### src/rtl/core/pvjh_pkg.sv
package pvjh_pkg;

  localparam int NEIGHBORS = 8;
  localparam int NB_IDX_W  = 3;
  localparam int VAL_W     = 16;
  localparam int FRAC_W    = 16;
  localparam int SCALE_W   = 24;
  localparam int BINS_W    = 7;
  localparam int KEY_W     = 6;
  localparam int ADDR_W    = 12;
  localparam int ACC_W     = 48;
  localparam int CFG_W     = 24;
  localparam int CFG_IDX_W = 3;

  typedef enum logic [2:0] {
    ACT_ACCUM        = 3'd0,
    ACT_CLEAR        = 3'd1,
    ACT_LOAD_FKEY    = 3'd2,
    ACT_LOAD_MKEY    = 3'd3,
    ACT_READ_FIXED   = 3'd4,
    ACT_READ_MOVING  = 3'd5,
    ACT_READ_JOINT   = 3'd6
  } action_t;

  localparam logic [1:0] STATUS_OK    = 2'd0;
  localparam logic [1:0] STATUS_SAT   = 2'd1;
  localparam logic [1:0] STATUS_RANGE = 2'd2;

  localparam logic [CFG_IDX_W-1:0] CFG_FIXED_OFFSET   = 3'd0;
  localparam logic [CFG_IDX_W-1:0] CFG_FIXED_SCALE    = 3'd1;
  localparam logic [CFG_IDX_W-1:0] CFG_FIXED_BINS     = 3'd2;
  localparam logic [CFG_IDX_W-1:0] CFG_FIXED_USE_KEYS = 3'd3;
  localparam logic [CFG_IDX_W-1:0] CFG_MOVING_OFFSET  = 3'd4;
  localparam logic [CFG_IDX_W-1:0] CFG_MOVING_SCALE   = 3'd5;
  localparam logic [CFG_IDX_W-1:0] CFG_MOVING_BINS    = 3'd6;
  localparam logic [CFG_IDX_W-1:0] CFG_MOVING_USE_KEYS = 3'd7;

  function automatic logic [ACC_W-1:0] sat_add(input logic [ACC_W-1:0] acc,
                                               input logic [ACC_W-1:0] add);
    logic [ACC_W:0] s;
    s = {1'b0, acc} + {1'b0, add};
    return s[ACC_W] ? {ACC_W{1'b1}} : s[ACC_W-1:0];
  endfunction

endpackage

### src/rtl/core/pvjh_weight.sv
module pvjh_weight
  import pvjh_pkg::*;
(
  input  logic              clk,
  input  logic [FRAC_W-1:0] a,
  input  logic [FRAC_W-1:0] b,
  input  logic [FRAC_W-1:0] c,
  output logic [FRAC_W-1:0] weight
);

  logic [2*FRAC_W-1:0] p_ab;
  logic [FRAC_W-1:0]   c_q;
  logic [3*FRAC_W-1:0] p_abc;

  assign p_abc = (3*FRAC_W)'(p_ab) * (3*FRAC_W)'(c_q);

  always_ff @(posedge clk) begin
    p_ab   <= a * b;
    c_q    <= c;
    // keep Q0.16: drop the low 32 bits
    weight <= p_abc[3*FRAC_W-1:2*FRAC_W];
  end

endmodule

### config.mk
export PLATFORM = sky130hd
export DESIGN_NAME = pvjh_weight
export DESIGN_NICKNAME = d
export VERILOG_FILES = /design/src/rtl/core/pvjh_pkg.sv /design/src/rtl/core/pvjh_weight.sv
export SDC_FILE = /design/constraint.sdc
export NUM_CORES = 2
export LEC_CHECK = 0
export BUFFER_PORTS_ARGS = -buffer_cell sky130_fd_sc_hd__buf_2
export CAP_MARGIN = 20
export CORE_MARGIN = 8
export CORE_UTILIZATION = 45
export DETAILED_ROUTE_END_ITERATION = 10
export PLACE_DENSITY_LB_ADDON = 0.08
export SKIP_CTS_REPAIR_TIMING = 1
export SYNTH_ARGS = -nofsm -noshare
export SYNTH_HDL_FRONTEND = slang
export SYNTH_SLANG_ARGS = --single-unit
### constraint.sdc
create_clock -name clk -period 14 [get_ports clk]
set_input_delay 2.1 -clock clk [delete_from_list [all_inputs] [get_ports clk]]
set_output_delay 2.1 -clock clk [all_outputs]
set_load 0.005 [all_outputs]
==> flow_metrics.env <==
export IMPL_crit_required_ns=14.31
export IMPL_post_route_min_period_ns=7.84
export IMPL_routedWlPerCell_um=17.9
export IMPL_crit_arrival_ns=8.15
export IMPL_antenna_found_initial=0
export IMPL_syn_area_per_cell_um2=8.96
export IMPL_yosys_most_used_dff="dfxtp_1"
export IMPL_yosysMostFrequentCell="inv_1"
export IMPL_fin_worst_skew_ns=0.0184
export IMPL_drt_pass1_iterations=5
export IMPL_slew_headroom=0.338
export IMPL_drv_slew=0
export IMPL_die_h_um=252
export IMPL_worst_setup_path_end_kind="register"
export IMPL_die_width_um=252
export IMPL_fin_setup_tns_ns=0
export IMPL_hp_class="register to register"
export IMPL_grt_overflow_total=0
export IMPL_clkSinkCount=64
export IMPL_drc=0
export IMPL_grt_use_total=0.210
export IMPL_vias=17800
export IMPL_final_period_utilization=0.560
export IMPL_cts_buffer_depth=2
export IMPL_io_pins=65
export IMPL_fp_row_count=86
export IMPL_path_clk_slew_ns=0.07
export IMPL_clock_latency_ns=0.39
export IMPL_vias_per_cell=5.06
export IMPL_core_area_um2=55100
export IMPL_synth_seq_area_share=0.0512
export IMPL_multi_input_area_um2=20700
export IMPL_drive_gt1_frac=0.0397
export IMPL_synth_top_area_cell="fa_1"
export IMPL_ys_warn_count=0
export IMPL_hpwl_um=49100
export IMPL_portBuffers=64
export IMPL_nets=3645
export IMPL_dieArea_um2=63400
export IMPL_ys_async_sr_fraction=0
export IMPL_post_place_cells=3500
export IMPL_status="finished, final reports clean"
export IMPL_synthTopCellsByArea="fa_1, ha_1, inv_1"
export IMPL_syn_nets=3673
export IMPL_seq_area_um2=1290
export IMPL_clock_fmax_ghz=0.127
export IMPL_cts_max_level=3
export IMPL_grt_max_degree=33
export IMPL_final_antenna_net_count=0
export IMPL_wl_um=63100
export IMPL_dp_worst_setup_slack_ns=5.80
export IMPL_syn_to_final_growth_pct=5.12
export IMPL_grt_pass1_wl_um=105000
export IMPL_cap_violations=0
export IMPL_initial_core_util=0.454
export IMPL_synth_top_cell_area_share=0.489
export IMPL_stdcell_count=3517
export IMPL_finalCoreUtilization=0.478
export IMPL_synth_distinct_cells=52
export IMPL_fillers=5436
export IMPL_ys_ff_latch=64
export IMPL_setup_violations=0
export IMPL_cts_tree="done"
export IMPL_setup_ws_ns=6.16
export IMPL_path_class="input pin to register"
export IMPL_grt_setup_unrepaired="no"
export IMPL_synthCells=2792
export IMPL_cts_root_buf="clkbuf_16"
export IMPL_ys_top_cells_by_count="inv_1, fa_1, nand2_1, and2_1, ha_1"
export IMPL_synth_edff_count=0
export IMPL_drt_iter0_markers=872
export IMPL_hold_viol=0
export IMPL_synth_area_um2=25000
export IMPL_cp_max_fo=16
export IMPL_n_antenna_cell=0
export IMPL_cp_start_kind="input pin"
export IMPL_grt_pass1_vias=19900
export IMPL_place_gp_congestion=0.847
export IMPL_tightest_slew_ns=0.993
export IMPL_numCtsBuffers=9
==> critical path, stage by stage <==
cell       delay (ns)
buf_2            0.36
nand2_1          0.15
fa_1             0.56
inv_1            0.06
fa_1             0.53
inv_1            0.06
fa_1             0.49
fa_1             0.57
fa_1             0.43
fa_1             0.49
inv_1            0.04
ha_1             0.22
or3_4            0.41
o31ai_4          0.27
a2111oi_1        0.14
or3_4            0.39
a31o_1           0.27
a221o_1          0.35
a21oi_2          0.16
xnor2_1          0.12
==> per-stage QoR <==
stage          hold slack (ns)  area [µm²]
6_report                  1.28       26300
5_1_grt                   1.35       26300
3_3_place_gp              1.29       26000
2_1_floorplan            0.991       25000
3_5_place_dp              1.28       26000
4_1_cts                   1.30       26300
==> sequential cells by signal, indices dropped and copies added (netlist names) <==
name,flops
p_ab,32
c_q,16
weight,16
==> cell usage in the layout, fill, tap and decap left out, types with 5 or more instances in the layout <==
| cell type | count |
|---|---|
| o21bai_1 | 5 |
| o211ai_1 | 6 |
| buf_4 | 13 |
| nand3_1 | 13 |
| a21o_1 | 29 |
| a21oi_1 | 42 |
| clkbuf_16 | 9 |
| and2_1 | 308 |
| nand4_1 | 6 |
| o21ai_1 | 7 |
| fa_1 | 611 |
| o21ai_0 | 16 |
| inv_1 | 697 |
| buf_2 | 64 |
| nand2_1 | 480 |
| ha_1 | 221 |
| dfxtp_2 | 8 |
| nor2_1 | 33 |
| xnor2_1 | 30 |
| nor3_1 | 10 |
| a211oi_1 | 9 |
| dfxtp_1 | 56 |
| nor2b_1 | 7 |
| o21a_1 | 7 |
| a31oi_1 | 10 |
| xor2_1 | 14 |
==> worst paths after layout <==
| check | to | cells past startpoint | from | slack [ns] |
|---|---|---|---|---|
| max | p_ab[31] | 20 | a[10] | 6.16 |
| min | weight[15] | 6 | p_ab[31] | 1.28 |
| max reg2reg | weight[15] | 20 | c_q[7] | 6.21 |
| min reg2reg | weight[15] | 6 | p_ab[31] | 1.28 |
==> final cells by class <==
cell class | count | share of cell area
inverter | 697 | 0.0994
multi-input combinational | 1914 | 0.787
sequential | 64 | 0.0491
tap | 748 | 0.0356
timing repair buffer | 78 | 0.0161
clock buffer | 9 | 0.00856
clock inverter | 7 | 0.00476
==> routing by layer <==
metal / vias up / track usage / part of all wire
li1: 8058 / - / -
met1: 9329 / 0.270 / 0.42
met2: 337 / 0.374 / 0.52
met3: 72 / 0.0267 / 0.043
met4: 0 / 0.0494 / 0.019
met5: - / 0 / 0
==> cell families after synthesis <==
kind of cell             share of synthesized area
AO/OA/AOI/OAI                               0.0445
XOR/XNOR                                    0.0154
adder cells (fa/ha/maj)                      0.599
buffers and inverters                        0.122
flip-flops                                  0.0512
multiplexers                              0.000400
AND/OR/NAND/NOR                              0.167
Power is not shown: default switching activity piles up to over one toggle a cycle in this logic, so the estimate is an artifact.
