--- src/rtl/core/pvjh_pkg.sv ---
package pvjh_pkg;

  localparam int NEIGHBORS = 8;
  localparam int NB_IDX_W  = 3;
  localparam int VAL_W     = 16;
  localparam int FRAC_W    = 16;
  localparam int SCALE_W   = 24;
  localparam int BINS_W    = 7;
  localparam int KEY_W     = 6;
  localparam int ADDR_W    = 12;
  localparam int ACC_W     = 48;
  localparam int CFG_W     = 24;
  localparam int CFG_IDX_W = 3;

  typedef enum logic [2:0] {
    ACT_ACCUM        = 3'd0,
    ACT_CLEAR        = 3'd1,
    ACT_LOAD_FKEY    = 3'd2,
    ACT_LOAD_MKEY    = 3'd3,
    ACT_READ_FIXED   = 3'd4,
    ACT_READ_MOVING  = 3'd5,
    ACT_READ_JOINT   = 3'd6
  } action_t;

  localparam logic [1:0] STATUS_OK    = 2'd0;
  localparam logic [1:0] STATUS_SAT   = 2'd1;
  localparam logic [1:0] STATUS_RANGE = 2'd2;

  localparam logic [CFG_IDX_W-1:0] CFG_FIXED_OFFSET   = 3'd0;
  localparam logic [CFG_IDX_W-1:0] CFG_FIXED_SCALE    = 3'd1;
  localparam logic [CFG_IDX_W-1:0] CFG_FIXED_BINS     = 3'd2;
  localparam logic [CFG_IDX_W-1:0] CFG_FIXED_USE_KEYS = 3'd3;
  localparam logic [CFG_IDX_W-1:0] CFG_MOVING_OFFSET  = 3'd4;
  localparam logic [CFG_IDX_W-1:0] CFG_MOVING_SCALE   = 3'd5;
  localparam logic [CFG_IDX_W-1:0] CFG_MOVING_BINS    = 3'd6;
  localparam logic [CFG_IDX_W-1:0] CFG_MOVING_USE_KEYS = 3'd7;

  function automatic logic [ACC_W-1:0] sat_add(input logic [ACC_W-1:0] acc,
                                               input logic [ACC_W-1:0] add);
    logic [ACC_W:0] s;
    s = {1'b0, acc} + {1'b0, add};
    return s[ACC_W] ? {ACC_W{1'b1}} : s[ACC_W-1:0];
  endfunction

endpackage

--- src/rtl/core/pvjh_binner.sv ---
module pvjh_binner
  import pvjh_pkg::*;
#(
  parameter int MAX_BINS    = 64,
  parameter int KEY_ENTRIES = 1024
) (
  input  logic                                clk,
  input  logic signed [VAL_W-1:0]             value,
  input  logic signed [VAL_W-1:0]             offset,
  input  logic [SCALE_W-1:0]                  scale,
  input  logic [$clog2(MAX_BINS+1)-1:0]       nb,
  output logic [$clog2(MAX_BINS)-1:0]         eq_bin,
  output logic                                eq_sat,
  output logic [$clog2(KEY_ENTRIES)-1:0]      key_idx,
  output logic                                key_sat
);

  localparam int BINW  = $clog2(MAX_BINS);
  localparam int KAW   = $clog2(KEY_ENTRIES);
  localparam int PW    = VAL_W + 1 + SCALE_W + 1;
  localparam int FINEW = PW - 16;

  logic signed [VAL_W:0]   diff;
  logic signed [PW-1:0]    prod;
  logic signed [PW-1:0]    prod_q;
  logic signed [FINEW-1:0] fine;
  logic                    neg;

  assign diff = VAL_W'(value) - VAL_W'(offset) == 0 ? '0 : 
                {value[VAL_W-1], value} - {offset[VAL_W-1], offset};
  assign prod = PW'(diff) * PW'($signed({1'b0, scale}));

  // floor of the Q.16 product is the upper bits
  assign fine = prod_q[PW-1:16];
  assign neg  = fine[FINEW-1];

  always_ff @(posedge clk) begin
    prod_q <= prod;
    if (neg) begin
      eq_bin  <= '0;
      eq_sat  <= 1'b1;
      key_idx <= '0;
      key_sat <= 1'b1;
    end else begin
      if (FINEW'(nb) <= fine) begin
        eq_bin <= BINW'(nb - 1'b1);
        eq_sat <= 1'b1;
      end else begin
        eq_bin <= BINW'(fine);
        eq_sat <= 1'b0;
      end
      if (FINEW'(KEY_ENTRIES) <= fine) begin
        key_idx <= KAW'(KEY_ENTRIES - 1);
        key_sat <= 1'b1;
      end else begin
        key_idx <= KAW'(fine);
        key_sat <= 1'b0;
      end
    end
  end

endmodule

--- config.mk ---
export PLATFORM = sky130hd
export DESIGN_NAME = pvjh_binner
export DESIGN_NICKNAME = d
export VERILOG_FILES = /design/src/rtl/core/pvjh_pkg.sv /design/src/rtl/core/pvjh_binner.sv
export SDC_FILE = /design/constraint.sdc
export NUM_CORES = 1
export LEC_CHECK = 0
export BUFFER_PORTS_ARGS = -buffer_cell sky130_fd_sc_hd__buf_2
export CAP_MARGIN = 30
export CORE_MARGIN = 2
export CORE_UTILIZATION = 50
export CTS_CLUSTER_SIZE = 8
export DETAILED_ROUTE_END_ITERATION = 8
export GPL_TIMING_DRIVEN = 0
export PLACE_DENSITY = 0.78
export REMOVE_ABC_BUFFERS = 1
export SYNTH_ARGS = -nofsm -noshare
export SYNTH_HDL_FRONTEND = slang
export SYNTH_SLANG_ARGS = --single-unit
--- constraint.sdc ---
create_clock -name clk -period 9.05 [get_ports clk]
set_clock_uncertainty 0.2 [all_clocks]
set_input_delay 0 -clock clk [delete_from_list [all_inputs] [get_ports clk]]
set_output_delay 0 -clock clk [all_outputs]
set_load 0.02 [all_outputs]
==> summary.md, run 1 <==
| Metric | Value |
|---|---|
| Relative slew slack | 0.384 |
| Fin crit share | 0.955 |
| Placed cells | around 2100 |
| Area Overhead vs Synth | 7.95% |
| Number of max-cap violations | 0 |
| Clock sinks | 44 |
| Async S/R FF share, synth | 0 |
| CORE AREA | 30300 um^2 |
| Setup violations, final | 0 |
| Initial antenna violation count | 0 |
| HP Class | in2reg |
| Vias in the first global route | approximately 13000 |
| Crit path kind | in2reg |
| Pin count of the biggest net entering global routing | 25 |
| Nets | approximately 2300 |
| Final worst setup slack | a little over 0.4 ns |
| Number of synthesized flops with an enable pin | 0 |
| DRC | 0 |
| Status | complete, no violations |
| Routed WL per cell | ~17 um |
| Fill count | approximately 2700 |
| Total CTS buffers | 5 |
| Max-slew violation count | 0 |
| DRT Wirelength | 36.8 mm |
| R2r setup slk | 6.46 ns |
| Ys Warns | 0 |
| Worst slew pin tran | approximately 0.92 ns |
| First-pass GRT wire length | around 62 mm |
| Root Buffer | clkbuf_16 |
| Main synth FF type | dfxtp_1 |
| DR iter-0 viols | 624 |
| Final ANT Viol Nets | 0 |
| Die width | 179 um |
| # IOs | 82 |
| Die footprint | between 30000 and 40000 um^2 |
| Die Height | between 150 and 200 um |
| RSZ-0062 raised after global routing | false |
| CP arrival | ~8.6 ns |
| #FFs+latches synth | 44 |
| Layout cells sized above 1 | 0.0770 |
| GRT overflow | 0 |
| F_max | about 120 MHz |
| Port Buf Inserts | 81 |
| Final hold violations | 0 |
| Worst hold slack | between 0.2 and 0.3 ns |
| Clk pin slew, worst setup/hold paths | about 0.060 ns |
| Cell Rows | 64 |
| Final core occ | 0.544 |
| Cell variety after synth | 58 |
| Detailed placer's ending HPWL | ~29 mm |
| DR vias/cell | around 5.4 |
| CP Max Fanout | 14 |
| Register area share after synthesis | 0.0576 |
| Data required time of the worst path | about 9 ns |
| CTS tree | yes |
| Initial core utilization | 0.504 |
| Via count | ~12000 |
| Pre-CTS setup slack | 0.0282 ns |
| Post-Syn Instances | approximately 1700 |
| Crit start category | primary input |
| Worst-skew pair later-pin latency | between 0.2 and 0.3 ns |
| Cell Count, Final, Fillers Out | between 2000 and 2500 |
| Max incr delay on CP | around 0.67 ns |
| GPL Wtd Cong | roughly 0.86 |
| CP endpoint kind | flop |
| Slowest CP cell | o311ai_4 |
| Mapped cell area | approximately 15000 um^2 |
| H-tree Lvls | 2 |
| Post-layout minimum cycle time | between 8 and 9 ns |
| Pre-antenna DRT Iters | 5 |
| Post-Syn Area per Cell | 8.88 um^2 |
| Antenna cell count | 0 |
| Most frequent CP cell | fa_1 |
| Global Route Usage Sum | 0.248 |
| Bufs on Longest Clock Path | 2 |
state kept, by name, summed over array words and instances, names as in the netlist:
| register | cells |
|---|---|
| key_idx | 10 |
| key_sat | 1 |
| eq_bin | 6 |
| prod_q | 26 |
| eq_sat | 1 |
layout make-up:
| cell class | count | area [um^2] | area share |
|---|---|---|---|
| Tap cell | 396 | 495 | 0.0300 |
| Clock inverter | 2 | 38.8 | 0.00235 |
| Timing Repair Buffer | 107 | 751 | 0.0455 |
| Inverter | 422 | 1580 | 0.0959 |
| Sequential cell | 44 | 881 | 0.0534 |
| Multi-Input combinational cell | 1186 | 12600 | 0.764 |
| Clock buffer | 6 | 139 | 0.00841 |
final timing paths:
check | cells after the start | end | startpoint
hold reg to reg | 2 | key_idx[8] | prod_q[24]
hold / removal | 3 | eq_bin[0] | nb[0]
setup / recovery | 32 | prod_q[31] | offset[0]
setup reg to reg | 5 | eq_bin[3] | prod_q[39]
worst max-delay path: cells and delay by family:
family          cells  cell delay (ns)
fa+ha+maj           9             4.05
compound gates     12             2.93
simple gates        5             0.94
buf+inv             5             0.50
xor+xnor            1             0.14
per-stage QoR:
step	instance area, um^2	TNS [ns]
detailed placement	16200	0
finish	16500	0
global placement	15900	-12.02
global route	16500	0
CTS	16500	0
floorplan	15000	0
cell usage after synthesis, types with 2 or more instances:
master,instances,share of area
inv_1,422,0.10
fa_1,329,0.43
nand2_1,202,0.050
ha_1,162,0.13
and2_1,114,0.047
clkbuf_1,55,0.013
nor2_1,50,0.012
nor2b_1,50,0.020
a21oi_1,49,0.016
dfxtp_1,44,0.058
xnor2_1,28,0.016
a21o_1,26,0.013
nand3_1,19,0.0062
and3_1,18,0.0074
and3b_1,13,0.0074
nand3b_1,13,0.0064
xor2_1,13,0.0074
buf_2,11,0.0036
nor3_1,9,0.0029
o21ai_1,9,0.0029
nand4_1,8,0.0033
o21ai_0,8,0.0026
nor4_1,5,0.0020
or3_1,5,0.0020
a211oi_1,4,0.0020
and4_1,4,0.0023
nand2b_1,4,0.0016
o21a_1,4,0.0020
o21bai_1,4,0.0020
a31oi_1,3,0.0012
or2_2,3,0.0012
a21boi_1,2,0.00098
a21boi_2,2,0.0015
buf_1,2,0.00049
buf_4,2,0.00098
o2111ai_1,2,0.0011
o21ai_2,2,0.0011
or3_4,2,0.0015
timing repair:
| item | CTS | global route |
|---|---|---|
| setup endpoints to repair | 0 | 1 |
| buffers inserted | 0 | 2 |
| hold buffers | 7 | 0 |
| resized for setup | 0 | 1 |
| endpoints found under the hold margin | 6 | 0 |
layer usage:
| metal | vias up | global-route usage | part of all wire |
|---|---|---|---|
| li1 | 5227 | - | - |
| met5 | - | 0 | 0 |
| met2 | 477 | 0.454 | 0.51 |
| met3 | 130 | 0.0327 | 0.065 |
| met1 | 5917 | 0.291 | 0.38 |
| met4 | 0 | 0.106 | 0.042 |
logic make-up (layout without fill, tap and decap cells):
logic type / after synthesis / after routing / share of synthesized area
compound gates: 130 / 130 / 0.0574
fa+ha+maj: 491 / 491 / 0.563
simple gates: 524 / 524 / 0.176
buf+inv: 492 / 537 / 0.122
flops: 44 / 44 / 0.0576
xor+xnor: 41 / 41 / 0.0235
placed cells by master (no fill, tap or decap), types with 26 or more instances in the layout:
cell | Yosys | routed
nand2_1 | 202 | 202
a21oi_1 | 49 | 49
dfxtp_1 | 44 | 44
fa_1 | 329 | 329
buf_2 | 11 | 81
and2_1 | 114 | 114
a21o_1 | 26 | 26
nor2b_1 | 50 | 50
ha_1 | 162 | 162
nor2_1 | 50 | 48
inv_1 | 422 | 422
Power of run 1 is left out: the tool's default activity adds up to more than one toggle a clock period on the data nets, which glitch-free logic cannot reach.
==> run 2, diff against run 1 <==
--- a/config.mk
+++ b/config.mk
@@ -12,7 +12,7 @@
 export CTS_CLUSTER_SIZE = 8
 export DETAILED_ROUTE_END_ITERATION = 8
 export GPL_TIMING_DRIVEN = 0
-export PLACE_DENSITY = 0.78
+export PLACE_DENSITY = 0.67
 export REMOVE_ABC_BUFFERS = 1
 export SYNTH_ARGS = -nofsm -noshare
 export SYNTH_HDL_FRONTEND = slang
==> summary.md, run 2 (synthesis gave the netlist of run 1 again) <==
| Metric | Value |
|---|---|
| Data required time of the worst path | 9.02 ns (about the same) |
| Layout cells sized above 1 | 0.0775 (+0.000566) |
| Crit start category | primary input |
| Fill count | 2830 (+6.2%) |
| Routed WL per cell | 16.3 um (-4.5%) |
| Nets | 2321 (unchanged) |
| Die footprint | 32000 um^2 (unchanged) |
| CP Max Fanout | 24 (+10) |
| Final hold violations | 0 (unchanged) |
| # IOs | 82 (unchanged) |
| Crit path kind | in2reg |
| Clock sinks | 44 (unchanged) |
| Max FFs per register | 26 (unchanged) |
| Pin count of the biggest net entering global routing | 25 (unchanged) |
| GRT overflow | 0 (unchanged) |
| Reg area | 881 um^2 (unchanged) |
| Reg2Reg Capture Point | eq_bin[0] |
| HP Class | reg2reg |
| Finished Cell Area | 16500 um^2 (about the same) |
| Placement Cell Area | 16200 um^2 (-0.22%) |
| Port Buf Inserts | 81 (unchanged) |
| Initial antenna violation count | 0 (unchanged) |
| Bufs on Longest Clock Path | 2 (unchanged) |
| Top flop regs | prod_q (26), key_idx (10), eq_bin (6) |
| Pre-antenna DRT Iters | 4 (-1) |
| FF-to-FF Start | prod_q[29] |
| Antenna cell count | 0 (unchanged) |
| Initial core utilization | 0.504 (unchanged) |
| Largest register by flop count | prod_q |
| DR iter-0 viols | 489 (-22%) |
| H-tree Lvls | 2 (unchanged) |
| Detailed placer's ending HPWL | 29.1 mm (+0.18%) |
| DR vias/cell | 5.26 (-3.2%) |
| Hold path startpoint | prod_q[22] |
| CP arrival | 8.55 ns (-0.06 ns) |
| CTS tree | yes |
| DRT Wirelength | 35.2 mm (-4.5%) |
| Worst slew pin tran | 0.990 ns (+0.0664 ns) |
| Setup TNS | 0 ns (unchanged) |
| Die Height | 179 um (unchanged) |
| CORE AREA | 30300 um^2 (unchanged) |
| GPL Wtd Cong | 0.831 (-2.9%) |
| Commonest non-fill, non-tap cells in the layout | 422 x inv_1, 329 x fa_1, 202 x nand2_1 |
| Relative slew slack | 0.340 (-0.0437) |
| R2r setup slk | 6.53 ns (+0.07 ns) |
| DRC | 0 (unchanged) |
| RSZ-0062 raised after global routing | false |
| Crit path launch | offset[0] |
| Vias in the first global route | 12314 (-6.3%) |
| WHS Path Cells | 2 (-1) |
| Max-slew violation count | 0 (unchanged) |
| Clk pin slew, worst setup/hold paths | 0.06 ns (about the same) |
| Via count | 11380 (-3.2%) |
| Root Buffer | clkbuf_16 |
| Most frequent CP cell | fa_1 |
| F_max | 117 MHz (+0.66%) |
| Number of max-cap violations | 0 (unchanged) |
| Multi-input logic area | 12700 um^2 (+0.33%) |
| Hold EP | key_idx[6] |
| Max incr delay on CP | 0.55 ns (-0.12 ns) |
| Status | complete, no violations |
| Global Route Usage Sum | 0.236 (-0.0123) |
| Slowest CP cell | fa_1 |
| First-pass GRT wire length | 59.7 mm (-4.2%) |
| Reg2reg path depth | 5 (unchanged) |
| Total CTS buffers | 5 (unchanged) |
| CP endpoint kind | flop |
| Area Overhead vs Synth | 7.99% (about the same) |
| Setup violations, final | 0 (unchanged) |
| Cell Rows | 64 (unchanged) |
| Commonest non-fill, non-tap cell in the layout | inv_1 |
| Worst-skew pair later-pin latency | 0.28 ns (about the same) |
| Fin crit share | 0.948 (-0.00625) |
| Final ANT Viol Nets | 0 (unchanged) |
| Post-layout minimum cycle time | 8.58 ns (-0.0565 ns) |
| Die width | 179 um (unchanged) |
-- run 2: cell count changes in the layout (fill, tap and decap cells not counted) --
cell and change:
xor2_4 +1, a21oi_2 +1, a22oi_1 -1, xnor2_4 +1
xnor2_2 -1, buf_6 -1, nand3_2 +1, a22oi_2 +1
buf_16 -1, nand3_1 -1, xor2_2 -1, buf_1 +1
-- run 2: worst max-delay path by stage --
stage | to | slack, ns | depth (start not counted)
2_1_floorplan | prod_q[31] | 0.88 | 33
3_3_place_gp | prod_q[31] | -1.13 | 31
3_5_place_dp | prod_q[31] | -0.17 | 32
4_1_cts | prod_q[31] | 0.10 | 32
5_1_grt | prod_q[31] | 0.09 | 32
6_report | prod_q[31] | 0.47 | 32
-- run 2: metal layers --
metal / routed length [um] / track usage
met1: 14900 / 0.303
met2: 18100 / 0.427
met3: 1530 / 0.0263
met4: 648 / 0.0518
met5: 0 / 0
-- run 2: critical path, delay by kind of cell --
kind            cells  cell delay [ns]
compound gates     10             2.08
xor+xnor            1             0.16
fa+ha+maj           9             4.24
buf+inv             5             0.32
simple gates        7             1.74
-- run 2: repair_timing --
item | in CTS | in global routing
resized for setup | 0 | 5
hold buffers | 7 | 0
endpoints found under the hold margin | 6 | 0
setup buffers | 0 | 2
endpoints found under the setup margin | 0 | 5
-- run 2: layout make-up --
cell class	count	share of cell area
clock buffers	6	0.00841
clock inverters	2	0.00235
inverters	422	0.0959
multi-input cells	1187	0.767
flip-flops and latches	44	0.0533
well taps	396	0.0300
repair buffers	106	0.0433
-- run 2: per-stage QoR --
stage               worst slack (ns)  std cells  utilization  hold slack (ns)
CTS                            0.103       2160        0.542            0.261
finish                         0.468       2163        0.544            0.270
detailed placement            -0.168       2145        0.534           0.0332
global route                  0.0905       2163        0.544            0.294
global placement               -1.13       2129        0.524           0.0269
floorplan                      0.884       1652            -           -0.104
Power of run 2 is left out for the same reason.
==> run 3, diff against run 2 <==
--- a/config.mk
+++ b/config.mk
@@ -7,6 +7,7 @@
 export LEC_CHECK = 0
 export BUFFER_PORTS_ARGS = -buffer_cell sky130_fd_sc_hd__buf_2
 export CAP_MARGIN = 30
+export CORE_ASPECT_RATIO = 1.4
 export CORE_MARGIN = 2
 export CORE_UTILIZATION = 50
 export CTS_CLUSTER_SIZE = 8
==> summary.md, run 3 (synthesis gave the netlist of run 1 again) <==
| Metric | Value |
|---|---|
| Status | complete, no violations |
| F_max | 116 MHz (-0.51%) |
| Routed WL per cell | 17.3 um (+6.7%) |
| Total CTS buffers | 5 (unchanged) |
| DR iter-0 viols | 475 (-2.9%) |
| CORE AREA | 30000 um^2 (-1.1%) |
| Via count | 11569 (+1.7%) |
| Final hold violations | 0 (unchanged) |
| Nets | 2320 (-0.043%) |
| Max-slew violation count | 0 (unchanged) |
| Root Buffer | clkbuf_16 |
| WHS Path Cells | 3 (+1) |
| DR vias/cell | 5.38 (+2.2%) |
| Number of max-cap violations | 0 (unchanged) |
| Global Route Usage Sum | 0.244 (+0.00832) |
| CP endpoint kind | flop |
| GPL Wtd Cong | 0.851 (+2.4%) |
| Reg2reg path depth | 6 (+1) |
| Relative slew slack | 0.368 (+0.0285) |
| Layout cells sized above 1 | 0.0764 (-0.00109) |
| Initial core utilization | 0.509 (+0.00538) |
| Final ANT Viol Nets | 0 (unchanged) |
| R2r setup slk | 6.46 ns (-0.07 ns) |
| GRT overflow | 0 (unchanged) |
| Clock sinks | 44 (unchanged) |
| Detailed placer's ending HPWL | 30.9 mm (+6.0%) |
| Worst slew pin tran | 0.946 ns (-0.0436 ns) |
| Vias in the first global route | 12999 (+5.6%) |
| Slowest CP cell | a21oi_4 |
| Top flop regs | prod_q (26), key_idx (10), eq_bin (6) |
| Commonest non-fill, non-tap cell in the layout | inv_1 |
| Pin count of the biggest net entering global routing | 25 (unchanged) |
| Initial antenna violation count | 0 (unchanged) |
| Area Overhead vs Synth | 8.03% (about the same) |
| DRC | 0 (unchanged) |
| H-tree Lvls | 2 (unchanged) |
| Fill count | 2773 (-2.0%) |
| Setup TNS | 0 ns (unchanged) |
| Setup violations, final | 0 (unchanged) |
| CP Max Fanout | 24 (unchanged) |
| Data required time of the worst path | 9.02 ns (about the same) |
| CTS tree | yes |
| Die width | 152 um (-15%) |
| Crit start category | primary input |
| Worst hold slack | 0.268 ns (-0.00255 ns) |
| Bufs on Longest Clock Path | 2 (unchanged) |
| Placement Cell Area | 16300 um^2 (+0.49%) |
| Crit path kind | in2reg |
| Finished Cell Area | 16500 um^2 (about the same) |
| Largest register by flop count | prod_q |
| Most frequent CP cell | fa_1 |
| Antenna cell count | 0 (unchanged) |
| Commonest non-fill, non-tap cells in the layout | 422 x inv_1, 329 x fa_1, 202 x nand2_1 |
| Worst-skew pair later-pin latency | 0.28 ns (about the same) |
| Fin crit share | 0.953 (+0.00483) |
| Reg area | 881 um^2 (unchanged) |
| Die Height | 211 um (+18%) |
| First-pass GRT wire length | 62.3 mm (+4.5%) |
| Die footprint | 32000 um^2 (about the same) |
| Clk pin slew, worst setup/hold paths | 0.06 ns (about the same) |
| DRT Wirelength | 37.3 mm (+6.1%) |
| Multi-input logic area | 12600 um^2 (-0.33%) |
| Pre-antenna DRT Iters | 6 (+2) |
| HP Class | in2reg |
| Cell Rows | 75 (+17%) |
| Max incr delay on CP | 0.61 ns (+0.06 ns) |
| RSZ-0062 raised after global routing | false |
| # IOs | 82 (unchanged) |
| Post-layout minimum cycle time | 8.63 ns (+0.0437 ns) |
| CP arrival | 8.59 ns (+0.04 ns) |
| Port Buf Inserts | 81 (unchanged) |
| Max FFs per register | 26 (unchanged) |
## run 3: changes by cell type in the layout (fill, tap and decap cells not counted), sizes merged
cell      previous run  this run
clkinv               1         0
bufinv               1         0
clkinvlp             0         2
a21oi               51        50
## run 3: worst paths after layout
path / from / to
worst max-delay path: value[0] / prod_q[31]
worst min-delay path: nb[0] / eq_bin[0]
worst max register to register: prod_q[29] / eq_bin[3]
worst min register to register: prod_q[24] / key_idx[8]
## run 3: through the flow
stage | utilization | setup slack [ns] | cells
2_1_floorplan | - | 0.884 | 1652
3_3_place_gp | 0.529 | -0.914 | 2118
3_5_place_dp | 0.542 | -0.0333 | 2135
4_1_cts | 0.550 | 0.244 | 2150
5_1_grt | 0.550 | 0.0574 | 2151
6_report | 0.550 | 0.425 | 2151
## run 3: final cells by class
type | count | share of cell area
timing repair buffer | 106 | 0.0485
clock buffer | 6 | 0.00841
tap | 385 | 0.0292
multi-input combinational | 1186 | 0.764
clock inverter | 2 | 0.000909
inverter | 422 | 0.0959
sequential | 44 | 0.0533
## run 3: timing repair
item,in CTS,in global routing
resized for setup,0,1
setup buffers,0,1
hold endpoints to repair,6,0
setup endpoints to repair,0,3
hold buffers,7,0
## run 3: worst max-delay path, delay by kind of cell
kind	cells	cell delay, ns
adder cells (fa/ha/maj)	9	4.03
AO/OA/AOI/OAI	11	2.63
XOR/XNOR	1	0.15
buffers and inverters	6	0.35
AND/OR/NAND/NOR	6	1.40
## run 3: per-layer routing
metal | track usage | routed length (um) | share of wire | vias up
met5 | 0 | 0 | 0 | -
met4 | 0.122 | 2040 | 0.055 | 0
met3 | 0.0254 | 1510 | 0.040 | 129
met2 | 0.473 | 20500 | 0.55 | 334
met1 | 0.262 | 13300 | 0.36 | 5888
li1 | - | - | - | 5218
Power of run 3 is left out for the same reason.
